<file path="config.mk">
export PLATFORM = sky130hd
export DESIGN_NAME = calendar_clock_with_weekday
export DESIGN_NICKNAME = d
export VERILOG_FILES = /design/src/rtl/core/ccw_pkg.sv /design/src/rtl/core/calendar_clock_with_weekday.sv
export SDC_FILE = /design/constraint.sdc
export NUM_CORES = 1
export LEC_CHECK = 0
export BUFFER_PORTS_ARGS = -buffer_cell sky130_fd_sc_hd__buf_2
export CORE_ASPECT_RATIO = 0.5
export CORE_MARGIN = 4
export CORE_UTILIZATION = 60
export DETAILED_ROUTE_END_ITERATION = 6
export GPL_TIMING_DRIVEN = 0
export PLACE_DENSITY_LB_ADDON = 0.25
export SETUP_SLACK_MARGIN = 0.5
export SYNTH_ARGS = -nofsm -noshare
export SYNTH_HDL_FRONTEND = slang
export SYNTH_SLANG_ARGS = --single-unit
</file>
<file path="constraint.sdc">
create_clock -name clk -period 9.4 [get_ports clk]
set_input_delay 0.94 -clock clk [delete_from_list [all_inputs] [get_ports clk]]
set_output_delay 0.94 -clock clk [all_outputs]
set_load 0.01 [all_outputs]
</file>
<file path="src/rtl/core/ccw_pkg.sv">
// Shared types, constants and a helper function for the calendar clock.
package ccw_pkg;

  localparam int SecW   = 6;
  localparam int MinW   = 6;
  localparam int HourW  = 5;
  localparam int DayW   = 5;
  localparam int MonthW = 4;
  localparam int YearW  = 14;
  localparam int WdayW  = 3;

  localparam logic [SecW-1:0]   SEC_LAST   = 6'd59;
  localparam logic [MinW-1:0]   MIN_LAST   = 6'd59;
  localparam logic [HourW-1:0]  HOUR_LAST  = 5'd23;
  localparam logic [YearW-1:0]  YEAR_LAST  = 14'd9999;

  localparam logic [MonthW-1:0] MON_JAN = 4'd1;
  localparam logic [MonthW-1:0] MON_FEB = 4'd2;
  localparam logic [MonthW-1:0] MON_MAR = 4'd3;
  localparam logic [MonthW-1:0] MON_APR = 4'd4;
  localparam logic [MonthW-1:0] MON_MAY = 4'd5;
  localparam logic [MonthW-1:0] MON_JUN = 4'd6;
  localparam logic [MonthW-1:0] MON_JUL = 4'd7;
  localparam logic [MonthW-1:0] MON_AUG = 4'd8;
  localparam logic [MonthW-1:0] MON_SEP = 4'd9;
  localparam logic [MonthW-1:0] MON_OCT = 4'd10;
  localparam logic [MonthW-1:0] MON_NOV = 4'd11;
  localparam logic [MonthW-1:0] MON_DEC = 4'd12;

  localparam logic [SecW-1:0]   RST_SEC   = 6'd50;
  localparam logic [MinW-1:0]   RST_MIN   = 6'd59;
  localparam logic [HourW-1:0]  RST_HOUR  = 5'd23;
  localparam logic [DayW-1:0]   RST_DAY   = 5'd11;
  localparam logic [MonthW-1:0] RST_MONTH = 4'd10;
  localparam logic [YearW-1:0]  RST_YEAR  = 14'd2021;
  localparam logic [WdayW-1:0]  RST_WDAY  = 3'd1;

  localparam logic [WdayW-1:0]  WDAY_LAST = 3'd6;

  typedef struct packed {
    logic [SecW-1:0]   second;
    logic [MinW-1:0]   minute;
    logic [HourW-1:0]  hour;
    logic [DayW-1:0]   day;
    logic [MonthW-1:0] month;
    logic [YearW-1:0]  year;
  } tod_t;

  // Month term of Zeller's congruence: floor(13 * (mm + 1) / 5).
  function automatic logic [5:0] month_term(input logic [MonthW-1:0] mm);
    logic [5:0] t;
    case (mm)
      4'd0:    t = 6'd2;
      4'd1:    t = 6'd5;
      4'd2:    t = 6'd7;
      4'd3:    t = 6'd10;
      4'd4:    t = 6'd13;
      4'd5:    t = 6'd15;
      4'd6:    t = 6'd18;
      4'd7:    t = 6'd20;
      4'd8:    t = 6'd23;
      4'd9:    t = 6'd26;
      4'd10:   t = 6'd28;
      4'd11:   t = 6'd31;
      4'd12:   t = 6'd33;
      4'd13:   t = 6'd36;
      4'd14:   t = 6'd39;
      default: t = 6'd41;
    endcase
    return t;
  endfunction

endpackage

</file>
<file path="src/rtl/core/calendar_clock_with_weekday.sv">
// Calendar clock: time and date update followed by a pipelined weekday unit.
// Throughput: one item per cycle unless out_stall holds the pipeline.
// The weekday path has three register stages (divide by 100, sum, modulo 7).
// Reset (rst, synchronous) empties the pipeline and loads 23:59:50,
// October 11 2021, Monday.
module calendar_clock_with_weekday
  import ccw_pkg::*;
(
  input  logic              clk,
  input  logic              rst,
  input  logic              in_valid,
  output logic              in_stall,
  input  logic              cmd,
  input  logic [SecW-1:0]   load_second,
  input  logic [MinW-1:0]   load_minute,
  input  logic [HourW-1:0]  load_hour,
  input  logic [DayW-1:0]   load_day,
  input  logic [MonthW-1:0] load_month,
  input  logic [YearW-1:0]  load_year,
  output logic              out_valid,
  input  logic              out_stall,
  output logic [SecW-1:0]   second,
  output logic [MinW-1:0]   minute,
  output logic [HourW-1:0]  hour,
  output logic [DayW-1:0]   day,
  output logic [MonthW-1:0] month,
  output logic [YearW-1:0]  year,
  output logic [WdayW-1:0]  weekday
);

  // Stage enables; a stage moves when it is empty or its successor moves.
  logic en1, en2, en3, en4, en5;

  // Input register.
  logic v1;
  logic cmd1;
  tod_t load1;

  // Calendar state.
  tod_t cur;
  tod_t cur_next;
  logic rc_next;

  // Weekday pipeline.
  logic                v2, v3, v4;
  tod_t                tod2, tod3, tod4;
  logic                rc2, rc3, rc4;
  logic [14:0]         yy3;
  logic [7:0]          cent3;
  logic [MonthW-1:0]   mm3;
  logic [10:0]         sum4;

  assign en5 = !out_valid || !out_stall;
  assign en4 = !v4 || en5;
  assign en3 = !v3 || en4;
  assign en2 = !v2 || en3;
  assign en1 = !v1 || en2;
  assign in_stall = !en1;

  always_ff @(posedge clk) begin
    if (rst) begin
      v1 <= 1'b0;
    end else if (en1) begin
      v1 <= in_valid;
    end
    if (en1 && in_valid) begin
      cmd1          <= cmd;
      load1.second  <= load_second;
      load1.minute  <= load_minute;
      load1.hour    <= load_hour;
      load1.day     <= load_day;
      load1.month   <= load_month;
      load1.year    <= load_year;
    end
  end

  // Leap year test; year % 25 is checked by a reciprocal multiply.
  logic [26:0]       y25_prod;
  logic [9:0]        y25_q;
  logic [YearW-1:0]  y25_back;
  logic              div25;
  logic              leap;
  logic [DayW-1:0]   month_len;
  logic              month_ok;

  assign y25_prod = cur.year * 13'd5243;
  assign y25_q    = y25_prod[26:17];
  assign y25_back = YearW'({y25_q, 4'b0000} + {1'b0, y25_q, 3'b000} + {4'b0000, y25_q});
  assign div25    = (y25_back == cur.year);
  assign leap     = (cur.year[1:0] == 2'b00) && (!div25 || (cur.year[3:2] == 2'b00));

  always_comb begin
    month_ok  = 1'b1;
    month_len = 5'd31;
    case (cur.month)
      MON_JAN, MON_MAR, MON_MAY, MON_JUL, MON_AUG, MON_OCT, MON_DEC: month_len = 5'd31;
      MON_APR, MON_JUN, MON_SEP, MON_NOV:                           month_len = 5'd30;
      MON_FEB:  month_len = leap ? 5'd29 : 5'd28;
      default:  month_ok = 1'b0;
    endcase
  end

  always_comb begin
    cur_next = cur;
    rc_next  = 1'b0;
    if (cmd1) begin
      cur_next = load1;
      rc_next  = 1'b1;
    end else if (cur.second < SEC_LAST) begin
      cur_next.second = cur.second + 1'b1;
    end else begin
      cur_next.second = '0;
      if (cur.minute < MIN_LAST) begin
        cur_next.minute = cur.minute + 1'b1;
      end else begin
        cur_next.minute = '0;
        if (cur.hour < HOUR_LAST) begin
          cur_next.hour = cur.hour + 1'b1;
        end else begin
          cur_next.hour = '0;
          rc_next       = 1'b1;
          // An invalid month leaves the date alone at midnight.
          if (month_ok) begin
            if (cur.day < month_len) begin
              cur_next.day = cur.day + 1'b1;
            end else begin
              cur_next.day = 5'd1;
              if (cur.month == MON_DEC) begin
                cur_next.month = MON_JAN;
                if (cur.year < YEAR_LAST) begin
                  cur_next.year = cur.year + 1'b1;
                end
              end else begin
                cur_next.month = cur.month + 1'b1;
              end
            end
          end
        end
      end
    end
  end

  always_ff @(posedge clk) begin
    if (rst) begin
      cur.second <= RST_SEC;
      cur.minute <= RST_MIN;
      cur.hour   <= RST_HOUR;
      cur.day    <= RST_DAY;
      cur.month  <= RST_MONTH;
      cur.year   <= RST_YEAR;
      v2         <= 1'b0;
    end else begin
      if (v1 && en2) begin
        cur <= cur_next;
      end
      if (en2) begin
        v2 <= v1;
      end
    end
    if (v1 && en2) begin
      tod2 <= cur_next;
      rc2  <= rc_next;
    end
  end

  // Zeller stage one: shifted year and century by reciprocal multiply.
  logic              early;
  logic [14:0]       yy;
  logic [27:0]       c_prod;

  assign early  = (tod2.month == MON_JAN) || (tod2.month == MON_FEB);
  assign yy     = {1'b0, tod2.year} + 15'd400 - {14'd0, early};
  assign c_prod = yy * 13'd5243;

  always_ff @(posedge clk) begin
    if (rst) begin
      v3 <= 1'b0;
    end else if (en3) begin
      v3 <= v2;
    end
    if (v2 && en3) begin
      tod3  <= tod2;
      rc3   <= rc2;
      yy3   <= yy;
      cent3 <= c_prod[26:19];
      mm3   <= early ? tod2.month + 4'd12 : tod2.month;
    end
  end

  // Zeller stage two: year within century and the full sum.
  logic [14:0] cent_x100;
  logic [6:0]  yr_in_c;
  logic [10:0] sum;

  assign cent_x100 = {1'b0, cent3, 6'd0} + {2'd0, cent3, 5'd0} + {5'd0, cent3, 2'd0};
  assign yr_in_c   = 7'(yy3 - cent_x100);
  assign sum = 11'({6'd0, cent3[7:2]}) + 11'({cent3, 2'b00} + {3'd0, cent3})
             + 11'({4'd0, yr_in_c}) + 11'({6'd0, yr_in_c[6:2]})
             + 11'({5'd0, month_term(mm3)}) + 11'({6'd0, tod3.day}) + 11'd6;

  always_ff @(posedge clk) begin
    if (rst) begin
      v4 <= 1'b0;
    end else if (en4) begin
      v4 <= v3;
    end
    if (v3 && en4) begin
      tod4 <= tod3;
      rc4  <= rc3;
      sum4 <= sum;
    end
  end

  // Zeller stage three: sum modulo 7 by reciprocal multiply and correction.
  logic [24:0]      m7_prod;
  logic [8:0]       m7_q;
  logic [WdayW-1:0] wday;

  assign m7_prod = sum4 * 14'd9363;
  assign m7_q    = m7_prod[24:16];
  assign wday    = WdayW'(sum4 - ({2'b00, m7_q} * 11'd7));

  // The weekday output register doubles as the held weekday for plain ticks.
  always_ff @(posedge clk) begin
    if (rst) begin
      out_valid <= 1'b0;
      weekday   <= RST_WDAY;
    end else if (en5) begin
      out_valid <= v4;
      if (v4 && rc4) begin
        weekday <= wday;
      end
    end
    if (v4 && en5) begin
      second <= tod4.second;
      minute <= tod4.minute;
      hour   <= tod4.hour;
      day    <= tod4.day;
      month  <= tod4.month;
      year   <= tod4.year;
    end
  end

endmodule

</file>
# == Yosys cells after proc, flatten, opt, wreduce, memory -nomap -nowiden ==
# Memories as Yosys holds them, arrays and structs flattened. A register that Yosys moved wholly into a read port is not among the register bits.
# Cells that the tools add are included.
# totals
elab_cells,145
rom_bits,96
output_inout_bits,45
memories,1
latchBits,0
mem_bits_rw,0
ff_bits,282
# mem_list
name,depth,word_bits,rd,rd_clocked_by_memory_dff,write_ports,line,text
(no name shown),16,6,1,1,0,ccw_pkg.sv:52,case (mm)
# classes
order_cmp,5
mux,21
n_reduce_logical,27
n_bitwise,0
div,0
shift,0
n_addsub,22
n_eq_ne,15
mul,4
# op_table
cell,n
2-to-1 mux 23 bit,2
2-to-1 mux 40 bit,1
2-to-1 mux 34 bit,1
2-to-1 mux 14 bit,2
2-to-1 mux 28 bit,1
"multiplier 14 x 13 -> 27 bit, second input constant",1
"multiplier 15 x 13 -> 27 bit, second input constant",1
"multiplier 11 x 14 -> 25 bit, second input constant",1
adder 11 x 5 -> 11 bit,2
"== test 4 bit, second input constant",5
2-to-1 mux 18 bit,1
"== test 4 x 3 -> 1 bit, second input constant",4
"adder 14 x 9 -> 15 bit, second input constant",1
subtractor 15 x 1 -> 15 bit,1
"adder 14 x 1 -> 14 bit, second input constant",1
adder 14 x 10 -> 14 bit,1
adder 14 x 13 -> 14 bit,1
adder 7 bit,2
== test 14 bit,1
"< comparator 14 bit, second input constant",1
"adder 6 x 1 -> 6 bit, second input constant",2
"== test 4 x 2 -> 1 bit, second input constant",3
"< comparator 6 bit, second input constant",2
2-to-1 mux 4 bit,3
25 further kinds,53

# == Logic depth before layout (Yosys ltp) ==
# depth
ltp_word,16
ltp_mapped,35
mapped_depth_nobuf,35

# == Worst setup path before layout ==
# Ideal clock, no wire load.
# synth_path
path_kind,register -> register
startpoint,register cur[10] in the netlist's numbering
endpoint,register tod2[8] in the netlist's numbering (data pin)
stages_incl_launch_ff,32
setup_ns,0.260
path_buffers,1
required_time_ns,9.140
path_slack_ns,0.898
arrival_ns,8.242
path_cell_list,dfxtp_1 -> fa_1 -> ha_1 -> inv_1 -> fa_1 -> inv_1 -> fa_1 -> inv_1 -> fa_1 -> inv_1 -> ha_1 -> o21ai_0 -> o221a_1 -> a21bo_2 -> a31o_2 -> a31o_2 -> a21o_1 -> a21oi_1 -> xor2_1 -> fa_1 -> inv_1 -> ha_1 -> and3_1 -> a221o_1 -> o41ai_2 -> mux2i_1 -> o2111a_1 -> nor4b_4 -> buf_4 -> o2111ai_2 -> xnor2_1 -> mux2_2
# synth_rtl
item,line,text
from (decl),calendar_clock_with_weekday.sv:40,tod_t cur;
from (signal assigned),calendar_clock_with_weekday.sv:154,cur <= cur_next;
to (signal assigned),calendar_clock_with_weekday.sv:161,tod2 <= cur_next;
to (decl),calendar_clock_with_weekday.sv:46,"tod_t tod2, tod3, tod4;"

==> metrics <==
Starting Density 61.3%; Worst Max-Slew Pin Slew 1180 ps; endpoints failing hold 0; flops & latches, synth about 290; DP HPWL 36.2 mm; Post-DRT Antenna Nets 0; Pre-antenna DRT Iters 5; standard-cell rows a little under 50; r2r setup slk 630 ps; Vias about 15000; YS warnings 0; Tot GR Track Use a little under a quarter; clock slew at reported path FFs roughly 80 ps; Skew-Pair Late Insertion Delay 550 ps; leading area contributor after synthesis edfxtp_1; Post-Synthesis Cells 1964; H-tree depth 1; layout cells sized above 1 13.3%; top-area cell type share of the netlist area 31.3%; largest net degree at the start of global routing 45; global placement routability congestion 0.932; die area 0.0404 mm2; register area share after synthesis 36.2%; Post-Syn Area about 0.022 mm2; Final period util between 90 and 100%; Post-synth EDFFs around 230; clk root buf clkbuf_16; DIE WIDTH about 280 um; hold crit path type reg -> reg; asr flop ratio synth 0%; Die Y roughly 140 um; Final Max Slew Viols 0; Place WS -387 ps; max incr delay on CP 570 ps; Avg Cell Area, Syn 11.3 um2; vias in the first global route 14800; TritonCTS clock tree built; critical path endpoint category flop; Final Setup Violations 0; Buffers on Ports 89; initial antenna violation count 0; Syn-to-layout area delta 12.9%; GRT overflow 0; Slew HR 20.8%; Crit Reg-Reg Startpoint cur[9]; count leader, synth inv_1; critical hold path startpoint tod4[18]; CP required 9700 ps; top post-synthesis cells by area edfxtp_1, ha_1, fa_1; Diodes inserted 0; DR WL/cell 17.9 um; core region area 0.0362 mm2; DRC Markers 0; RSZ-0062 raised after global routing true; vias per cell around 5.6; Arr. time, crit path 9070 ps; Setup Crit Path Kind reg -> reg; Syn Nets roughly 2500; Sink Count 286; cell mode on critical path fa_1; Worst Path Max Fanout 7; Crit. Startpoint cur[9]; fin crit period 8770 ps; Clock Skew 22.4 ps; Setup crit start kind flop; WL final about 47 mm; Starting DRT DRC Count 853; most used flip-flop cell after synthesis edfxtp_1; Commonest cells post-synth inv_1, ha_1, edfxtp_1; library cells used by synthesis 75; Inserted Clock Buffers 26; Max Freq ~110 MHz; dpl cells 2542; Final #Nets 2716; Max Cap Violations 0; CP max-delay cell fa_1; global-route wire length before repair 76.1 mm; number of I/O pins 90; setup slack after layout 629 ps; Max clock buf depth 3; fin cells approximately 2600; outcome finished, final reports clean
## area by class of cell
type | count | area (um2)
multi-input cells | 1258 | 12900
fillers | 2593 | 11100
flip-flops and latches | 286 | 8090
inverters | 380 | 1450
repair buffers | 149 | 960
clock buffers | 30 | 696
well taps | 484 | 606
clock inverters | 18 | 178
plain buffers | 40 | 173
## placed cells by master (no fill, tap or decap), types with 10 or more instances in the layout
master,n
a21o_1,18
a21oi_1,65
buf_2,92
buf_4,55
clkbuf_1,28
clkbuf_16,26
dfxtp_1,40
dfxtp_4,10
edfxtp_1,232
fa_1,184
ha_1,333
inv_1,370
mux2i_1,18
nand2_1,114
nand2b_1,13
nand3_1,43
nand4_1,11
nor2_1,71
nor3_1,22
o21a_1,10
o21ai_0,52
o21bai_1,10
o31ai_1,14
xnor2_1,76
xor2_1,19
## critical path, delay by kind of cell, from the launching register on
family | cells | cell delay [ps]
buf+inv | 6 | 670
compound gates | 11 | 2780
fa+ha+maj | 8 | 3250
mux | 2 | 620
flops | 1 | 390
xor+xnor | 2 | 450
simple gates | 2 | 340
## metal layers
| layer | vias to the layer above | global-route usage (%) | wire (um) |
|---|---|---|---|
| met5 | - | 0 | 0 |
| met4 | 0 | 5.49 | 1080 |
| met3 | 80 | 2.95 | 2780 |
| met2 | 465 | 40.3 | 22600 |
| met1 | 7235 | 33.3 | 20700 |
| li1 | 7032 | - | - |
## state kept, by name, summed over array words and instances (netlist names), 5 cells and up, named ones only
name	cells
tod3	40
minute	6
cur	40
hour	5
yy3	7
sum4	11
tod4	40
tod2	40
second	6
cent3	8
day	5
year	14
load1	40
## per-stage QoR
stage / hold slack [ps] / area [um2] / util [%] / setup TNS [ps]
floorplan: 400 / 22200 / - / 0
global placement: 400 / 23300 / 64.2 / -3760
detailed placement: 405 / 23400 / 64.5 / -3660
CTS: 418 / 24600 / 67.8 / 0
global route: 416 / 25100 / 69.2 / 0
finish: 416 / 25100 / 69.2 / 0
## final timing paths
kind | end | depth (start not counted)
worst min-delay path | day[0] | 0
worst max register to register | tod2[7] | 31
worst max-delay path | tod2[7] | 31
worst min register to register | day[0] | 0
## kinds of logic (layout without fill, tap and decap cells)
group	after synthesis	in the layout	share of synthesized area, %
adders and majority gates	530	530	36.1
AOI/OAI and AO/OA	276	276	8.48
buffers and inverters	420	617	7.14
DFF	286	286	36.2
xor gates and xnor gates	103	103	4.09
and+or+nand+nor	325	325	6.85
muxes	24	24	1.11
## timing repair
item,CTS,global route
gates resized for setup,38,57
setup endpoints to repair,52,47
pin swaps,3,22
hold buffers,0,0
gates cloned,0,0
setup buffers,27,28
Power is left out: the tool's default activity adds up to more than one toggle a clock period on the data nets, which glitch-free logic cannot reach.
